--- src/rtl/dmrc_pkg.sv ---
// dmrc_pkg: shared constants and controller/datapath interface types
// for the direct-mapped read cache; no dependencies
package dmrc_pkg;

    // geometry
    localparam int LINE_BYTES = 16;
    localparam int NUM_LINES  = 8;
    localparam int MEM_BYTES  = 4096;

    localparam int WORD_W  = $clog2(LINE_BYTES);
    localparam int LINE_W  = $clog2(NUM_LINES);
    localparam int ADDR_W  = $clog2(MEM_BYTES);
    localparam int BLOCK_W = ADDR_W - WORD_W;
    localparam int TAG_W   = ADDR_W - WORD_W - LINE_W;
    localparam int CACHE_W = LINE_W + WORD_W;

    localparam int BYTE_W  = 8;
    localparam int MISS_W  = 16;
    localparam int TIME_W  = 32;

    localparam logic [MISS_W-1:0] MISS_MAX = '1;
    localparam logic [TIME_W-1:0] TIME_MAX = '1;

    // opcodes
    localparam logic OP_PRELOAD = 1'b0;
    localparam logic OP_READ    = 1'b1;

    // register index, taken from paddr[2]
    localparam logic REG_HIT_COST     = 1'b0;
    localparam logic REG_MISS_PENALTY = 1'b1;

    // controller to datapath
    typedef struct packed {
        logic              latch;       // capture request fields
        logic              lookup;      // tag check, stats update, tag write on miss
        logic              mem_wr;      // preload write into backing memory
        logic              fill_rd;     // read one backing byte for refill
        logic [WORD_W-1:0] fill_idx;    // byte of the line being refilled
        logic              add_penalty; // add miss penalty to elapsed time
        logic              line_rd;     // read addressed byte from cache line
        logic              out_load;    // load response register
    } dmrc_cmd_t;

    // datapath to controller
    typedef struct packed {
        logic is_read;
        logic hit;
    } dmrc_status_t;

endpackage

--- src/rtl/dmrc_ctrl.sv ---
// dmrc_ctrl: sequencing state machine for lookup, refill and response
// handshake; depends on dmrc_pkg
module dmrc_ctrl
    import dmrc_pkg::*;
(
    input  logic          clk,
    input  logic          rst_n,
    input  logic          req_valid,
    output logic          req_stall,
    output logic          rsp_valid,
    input  logic          rsp_stall,
    input  dmrc_status_t  status,
    output dmrc_cmd_t     cmd
);

    typedef enum logic [2:0] {
        ST_IDLE,
        ST_LOOKUP,
        ST_FILL,
        ST_FILL_END,
        ST_LINE_RD,
        ST_RESULT
    } state_t;

    state_t             state_reg;
    state_t             state_next;
    logic [WORD_W-1:0]  fill_cnt_reg;
    logic [WORD_W-1:0]  fill_cnt_next;
    logic               rsp_valid_reg;
    logic               rsp_valid_next;
    logic               req_accept;
    logic               out_free;

    assign req_stall  = (state_reg != ST_IDLE);
    assign req_accept = req_valid && !req_stall;
    assign rsp_valid  = rsp_valid_reg;
    assign out_free   = !rsp_valid_reg || !rsp_stall;

    // next state and commands
    always_comb
    begin
        state_next      = state_reg;
        fill_cnt_next   = fill_cnt_reg;
        cmd             = '0;
        cmd.latch       = req_accept;
        cmd.fill_idx    = fill_cnt_reg;
        case (state_reg)
            ST_IDLE:
            begin
                if (req_accept)
                begin
                    state_next = ST_LOOKUP;
                end
            end
            ST_LOOKUP:
            begin
                cmd.lookup = 1'b1;
                if (!status.is_read)
                begin
                    cmd.mem_wr = 1'b1;
                    state_next = ST_RESULT;
                end
                else if (status.hit)
                begin
                    cmd.line_rd = 1'b1;
                    state_next  = ST_RESULT;
                end
                else
                begin
                    fill_cnt_next = '0;
                    state_next    = ST_FILL;
                end
            end
            ST_FILL:
            begin
                cmd.fill_rd   = 1'b1;
                fill_cnt_next = fill_cnt_reg + WORD_W'(1);
                if (fill_cnt_reg == WORD_W'(LINE_BYTES - 1))
                begin
                    state_next = ST_FILL_END;
                end
            end
            ST_FILL_END:
            begin
                cmd.add_penalty = 1'b1;
                state_next      = ST_LINE_RD;
            end
            ST_LINE_RD:
            begin
                cmd.line_rd = 1'b1;
                state_next  = ST_RESULT;
            end
            ST_RESULT:
            begin
                if (out_free)
                begin
                    cmd.out_load = 1'b1;
                    state_next   = ST_IDLE;
                end
            end
            default:
            begin
                state_next = ST_IDLE;
            end
        endcase
    end

    // response valid: set on load, cleared when taken
    always_comb
    begin
        rsp_valid_next = rsp_valid_reg;
        if (cmd.out_load)
        begin
            rsp_valid_next = 1'b1;
        end
        else if (rsp_valid_reg && !rsp_stall)
        begin
            rsp_valid_next = 1'b0;
        end
    end

    // state and registered outputs
    always_ff @(posedge clk or negedge rst_n)
    begin
        if (!rst_n)
        begin
            state_reg     <= ST_IDLE;
            fill_cnt_reg  <= '0;
            rsp_valid_reg <= 1'b0;
        end
        else
        begin
            state_reg     <= state_next;
            fill_cnt_reg  <= fill_cnt_next;
            rsp_valid_reg <= rsp_valid_next;
        end
    end

    // an accepted request goes straight to the tag check
    assert property (@(posedge clk) disable iff (!rst_n)
        req_accept |=> state_reg == ST_LOOKUP)
        else $error("accepted request did not reach lookup");

    // a read miss installs the tag, so the request's tag check then reports a hit
    assert property (@(posedge clk) disable iff (!rst_n)
        (state_reg == ST_LOOKUP && status.is_read && !status.hit) |=> status.hit)
        else $error("tag not installed after miss");

    // response valid only rises out of the result state
    assert property (@(posedge clk) disable iff (!rst_n)
        $rose(rsp_valid_reg) |-> $past(state_reg == ST_RESULT))
        else $error("response raised outside result state");

    // the fill counter starts each refill at the first byte
    assert property (@(posedge clk) disable iff (!rst_n)
        (state_reg == ST_LOOKUP) |=> fill_cnt_reg == '0)
        else $error("refill counter not cleared");

endmodule

--- config.mk ---
export PLATFORM = sky130hd
export DESIGN_NAME = dmrc_ctrl
export DESIGN_NICKNAME = d
export VERILOG_FILES = /design/src/rtl/dmrc_pkg.sv /design/src/rtl/dmrc_ctrl.sv
export SDC_FILE = /design/constraint.sdc
export NUM_CORES = 1
export LEC_CHECK = 0
export ABC_AREA = 0
export BUFFER_PORTS_ARGS = -buffer_cell sky130_fd_sc_hd__buf_4
export CAP_MARGIN = 20
export CELL_PAD_IN_SITES_DETAIL_PLACEMENT = 2
export CELL_PAD_IN_SITES_GLOBAL_PLACEMENT = 2
export CORE_AREA = 3 3 50 48
export CTS_CLUSTER_DIAMETER = 100
export CTS_CLUSTER_SIZE = 24
export DETAILED_ROUTE_END_ITERATION = 16
export DIE_AREA = 0 0 53 51
export GPL_TIMING_DRIVEN = 0
export PLACE_DENSITY = 0.76
export SLEW_MARGIN = 20
export SYNTH_ARGS = -nofsm -noshare
export SYNTH_HDL_FRONTEND = slang
export SYNTH_SLANG_ARGS = --single-unit
--- constraint.sdc ---
create_clock -name clk -period 2.3 [get_ports clk]
set_input_delay 0.23 -clock clk [delete_from_list [all_inputs] [get_ports clk]]
set_output_delay 0.23 -clock clk [all_outputs]
set_load 0.01 [all_outputs]
==> results of run 1 <==
[routing by layer]
layer | routed length (µm) | GRT usage | share of wire
met3 | 65 | 0.0466 | 0.043
met2 | 788 | 0.211 | 0.52
met1 | 667 | 0.174 | 0.44
met4 | 0 | 0.0255 | 0
met5 | 0 | 0 | 0
[path summary, 6_finish.rpt]
kind                                 startpoint         endpoint  slack [ns]  cells after the start
min in group asynchronous                 rst_n  fill_cnt_reg[3]        0.32                      2
worst max-delay path               state_reg[1]          cmd[10]        0.54                      5
max in group asynchronous                 rst_n        rsp_valid        1.84                      2
worst min-delay path                  rsp_stall        rsp_valid        0.29                      3
worst max register to register     state_reg[2]  fill_cnt_reg[3]        1.08                      7
worst min register to register  fill_cnt_reg[0]  fill_cnt_reg[0]        0.55                      1
[Yosys cell counts]
master,instances
nand4b_1,1
nand3_4,1
o21ai_0,3
buf_2,1
a21oi_1,7
nor2_1,4
nand2b_1,3
dfrtp_1,8
buf_6,1
a31oi_1,1
inv_4,1
clkinv_4,1
nand2_1,5
and2_1,1
nor2b_1,2
inv_1,2
nor3_1,2
ha_1,1
mux2i_1,1
or3_4,1
o22ai_1,1
a21oi_2,1
and3_1,1
and2b_1,1
nand4_1,2
xor2_1,1
nor2_2,1
buf_4,3
nor4b_2,1
[report_power, final]
group | internal, mW | leakage [nW] | switching (mW) | total [mW]
clock network | 0.0598 | 0.0138 | 0.0494 | 0.109
logic | 0.279 | 0.241 | 0.302 | 0.581
registers | 0.201 | 0.103 | 0.0563 | 0.257
[cell type report]
cell class	count	area, µm²
Buffer	5	38.8
Clock buffer	3	22.5
Fill cell	234	1170
Inverter	4	22.5
Multi-Input combinational cell	42	269
Sequential cell	8	200
Tap cell	25	31.3
Timing Repair Buffer	19	145
[logic make-up after synthesis]
kind of cell,after synthesis,synth area share
buf+inv,9,0.116
xor+xnor,1,0.0165
compound gates,13,0.134
flops,8,0.377
fa+ha+maj,1,0.0236
mux,1,0.0189
simple gates,26,0.314
[worst max-delay path, cell delays in order, from the launching register on]
cell and delay (ns):
dfrtp_1 0.41, buf_4 0.19, or3_4 0.38, nor2_2 0.08, buf_4 0.10, buf_4 0.10
[what timing repair did]
item                                   4_1_cts  5_1_grt
setup endpoints to repair                    0        0
hold buffers                                 1        0
buffers inserted                             0        0
gates resized for setup                      0        0
endpoints found under the hold margin        8        0
[through the flow]
stage,cell area [µm²],utilization,hold WS (ns)
final,729,0.385,0.292
after global routing,729,0.385,0.306
after CTS,729,0.385,0.278
after detailed placement,697,0.368,0.0565
after global placement,697,0.368,0.0572
after floorplan,531,-,-0.0656
==> impl_metrics.toml, run 1 <==
[run_status]
status = "complete, no violations"

[layout]
area_growth_pct = 37.5
final_cells = 106
largest_reg_flops = 4
drive_above_1_share = 0.407
antennaDiodeCount = 0
final_common_cell = "buf_4"
nNetsFinal = 90
layout_common_cells = "buf_4 (21), dfrtp_1 (8), a21oi_1 (7)"

[synth]
ys_seq_elements = 8
synthesis.nets = 66
synth_cells = 59
synth_seq_area_share = 0.377
netlist_area_um2 = 531
avgSynthCellArea_um2 = 8.99
ys_types = 29
yosysTopAreaCell = "dfrtp_1"
synth_area_leaders = "dfrtp_1 (38%), a21oi_1 (6.6%), buf_4 (4.2%), nand2_1 (3.5%), nand2b_1 (3.5%)"
synth-warning-count = 0
synth_top_area_frac = 0.377

[floorplan]
rows = 15
die_h_um = 51
die_area_mm2 = 0.00270
coreArea_mm2 = 0.00190
start_util = 0.280
die_w_um = 53
ios = 19

[critical_path]
critPathMaxFanout = 10
arrival_ns = 1.53
crit_path_end_kind = "primary output"
required_ns = 2.07
critPathLaunchType = "flip-flop"
path_class = "reg -> out"

[drt]
via_per_inst = 4.83
drc = 0
drt-total-wl_um = 1520
firstDrtPassIters = 4
wl_per_cell_um = 14.3
dr.first_iter.drc_count = 5
dr_total_vias = 512
drtAntennaViolNets = 0

[timing]
period_share = 0.766
tns_ns = 0
rsz0062_at_grt = "no"
layout_min_cycle_time_ns = 1.76
hold_viol = 0
relSlewSlack = 0.869
max_freq_ghz = 0.568
clock_skew_ns = 0.00597
drv_slew = 0
fin_ws_ns = 0.538
worstMarginPinSlew_ns = 0.196
setup_viol = 0

[clocking]
cts_root_buf = "clkbuf_4"
cts_buffer_depth = 2
cts.sinks = 8
cts_max_level = 1
cts_tree = "built"
cts_made_buffers = 3
worst_skew_pair.late_latency_ns = 0.26
clkSlewWorstSetupHoldPaths_ns = 0.06

[power]
finalPower_mw = 0.948
power_density_mw_per_mm2 = 1300
leakage_nw = 0.358
vdd_drop_max_mv = 0.509

[placed_design]
gp_congestion = 0.702
place_ws_ns = 0.804
dp_hpwl_um = 1160
port_buffers = 18
dp_cells = 102

[global_route]
grt_max_degree = 11
gr-usage-all-layers = 0.133
grt_pass1_vias = 520
grt_pass1_wl_um = 2620
overflow = 0
grt_antenna_before_repair = 0

[hold_path]
hold_path.class = "in -> reg"

[job]
maxCapViolCount = 0
(Power assumes the default switching activity.)
==> inputs of run 2 (changes only) <==
--- a/config.mk
+++ b/config.mk
@@ -5,18 +5,18 @@
 export SDC_FILE = /design/constraint.sdc
 export NUM_CORES = 1
 export LEC_CHECK = 0
-export ABC_AREA = 0
+export ABC_AREA = 1
 export BUFFER_PORTS_ARGS = -buffer_cell sky130_fd_sc_hd__buf_4
 export CAP_MARGIN = 20
 export CELL_PAD_IN_SITES_DETAIL_PLACEMENT = 2
 export CELL_PAD_IN_SITES_GLOBAL_PLACEMENT = 2
-export CORE_AREA = 3 3 50 48
+export CORE_AREA = 3 3 53 50
 export CTS_CLUSTER_DIAMETER = 100
 export CTS_CLUSTER_SIZE = 24
 export DETAILED_ROUTE_END_ITERATION = 16
-export DIE_AREA = 0 0 53 51
+export DIE_AREA = 0 0 56 53
 export GPL_TIMING_DRIVEN = 0
-export PLACE_DENSITY = 0.76
+export PLACE_DENSITY = 0.71
 export SLEW_MARGIN = 20
 export SYNTH_ARGS = -nofsm -noshare
 export SYNTH_HDL_FRONTEND = slang
==> constraint.sdc (replaced) <==
create_clock -name clk -period 1.8 [get_ports clk]
set_input_delay 0.18 -clock clk [delete_from_list [all_inputs] [get_ports clk]]
set_output_delay 0.18 -clock clk [all_outputs]
set_load 0.01 [all_outputs]
==> impl_metrics.toml, run 2 <==
[placed_design]
port_buffers = 18
place_ws_ns = 0.460
dp_hpwl_um = 1230
gp_congestion = 0.648

[drt]
wl_per_cell_um = 12.6
drtAntennaViolNets = 0
via_per_inst = 4.54
dr_total_vias = 536
drc = 0
drt-total-wl_um = 1480
dr.first_iter.drc_count = 13
firstDrtPassIters = 2

[synth]
synthesis.nets = 76
synth_edf_count = 0
synth_area_leaders = "dfrtp_1 (40%), nand2_1 (15%), nand3_1 (13%), inv_1 (6.0%), nor2_1 (3.8%)"
yosysTopAreaCell = "dfrtp_1"
netlist_area_um2 = 498
yosysMostFrequentCell = "nand2_1"
ys_types = 16
async_flop_share = 1.00
synth_cells = 69
avgSynthCellArea_um2 = 7.22
synth_seq_area_share = 0.402
synth_common_cells = "nand2_1 (20), nand3_1 (13), dfrtp_1 (8), inv_1 (8), nor2_1 (5)"
synth-warning-count = 0
synth_top_area_frac = 0.402
ys_seq_elements = 8
synth-main-ff-cell = "dfrtp_1"

[timing]
max_freq_ghz = 0.649
relSlewSlack = 0.795
rsz0062_at_grt = "no"
tns_ns = 0
setup_viol = 0
drv_slew = 0
clock_skew_ns = 0.00375
layout_min_cycle_time_ns = 1.54
hold_viol = 0
period_share = 0.856
hold_ws_ns = 0.204
fin_ws_ns = 0.260
worstMarginPinSlew_ns = 0.306

[power]
power_density_mw_per_mm2 = 1630
vdd_drop_max_mv = 0.586
leakage_nw = 0.406

[global_route]
grt_antenna_before_repair = 0
grt_max_degree = 9
grt_pass1_vias = 586
gr-usage-all-layers = 0.117
grt_pass1_wl_um = 2630
overflow = 0

[layout]
fillers = 278
largest_reg_flops = 4
antennaDiodeCount = 0
drive_above_1_share = 0.330
area_growth_pct = 40.5
nNetsFinal = 100
layout_common_cells = "nand2_1 (20), buf_4 (20), nand3_1 (13)"
final_util = 0.323

[floorplan]
rows = 16
die_area_mm2 = 0.00297
coreArea_mm2 = 0.00216
ios = 19
die_w_um = 56
start_util = 0.230
die_h_um = 53

[clocking]
cts_max_level = 1
clkSlewWorstSetupHoldPaths_ns = 0.05
cts_made_buffers = 3
cts_tree = "built"
cts_root_buf = "clkbuf_4"
worst_skew_pair.late_latency_ns = 0.25
cts_buffer_depth = 2
cts.sinks = 8

[critical_path]
r2r_end = "fill_cnt_reg[0]"
rr_worst_depth = 5
r2r_setup_slack_ns = 0.47
crit_path_end_kind = "primary output"
path_class = "reg -> out"
arrival_ns = 1.36
crit_path_start = "state_reg[0]"
r2r-start = "state_reg[2]"
required_ns = 1.62
timing.critical_path.to = "cmd[10]"
critPathMaxFanout = 5
critPathLaunchType = "flip-flop"

[run_status]
status = "complete, no violations"

[hold_path]
hold_path_depth = 3
min_from = "rsp_stall"
hold_path.class = "in -> reg"

[job]
maxCapViolCount = 0
[run 2: worst min path at each step]
stage                                  to  slack (ns)
after global placement    fill_cnt_reg[3]       0.005
after floorplan           fill_cnt_reg[0]       -0.12
after CTS                       rsp_valid        0.20
after detailed placement  fill_cnt_reg[0]       0.006
final                           rsp_valid        0.20
after global routing            rsp_valid        0.22
[run 2: report_power, final]
group / internal, mW / switching [mW]
combinational: 0.294 / 0.338
sequential: 0.262 / 0.112
clock: 0.0761 / 0.0578
total: 0.632 / 0.508
[run 2: routing by layer]
layer | part of all wire | vias up | GRT usage
met5 | 0 | - | 0
met4 | 0.026 | 0 | 0.0711
met3 | 0.032 | 4 | 0.0244
met2 | 0.50 | 15 | 0.206
met1 | 0.44 | 254 | 0.131
li1 | - | 263 | -
[run 2: repair_timing]
| item | CTS | global route |
|---|---|---|
| setup endpoints to repair | 0 | 0 |
| setup buffers | 0 | 0 |
| hold endpoints to repair | 8 | 0 |
| hold buffers | 1 | 0 |
| resized for setup | 0 | 0 |
[run 2: cell families after synthesis]
family | Yosys count | share of synthesized area
simple gates | 45 | 0.435
buf+inv | 14 | 0.123
flops | 8 | 0.402
compound gates | 1 | 0.0151
fa+ha+maj | 1 | 0.0251
[run 2: metrics by stage]
stage	instances	area [µm²]	power (mW)
global placement	114	667	1.00
CTS	118	699	1.17
global route	118	699	1.28
detailed placement	114	667	1.03
finish	118	699	1.14
floorplan	69	498	0.724
[run 2: critical path, cell delays in order (launching register included)]
cell and delay [ns]:
dfrtp_1 0.43, inv_2 0.12, nand2_1 0.08, nor2_1 0.12, inv_1 0.07, nor2_1 0.09
buf_4 0.10, buf_4 0.10
[run 2: area by class of cell]
| type | count | area [µm²] | area share |
|---|---|---|---|
| clock buffer | 3 | 22.5 | 0.0322 |
| inverter | 11 | 41.3 | 0.0590 |
| buffer | 3 | 20.0 | 0.0286 |
| multi-input combinational | 47 | 236 | 0.338 |
| timing repair buffer | 19 | 145 | 0.208 |
| tap | 27 | 33.8 | 0.0483 |
| sequential | 8 | 200 | 0.286 |
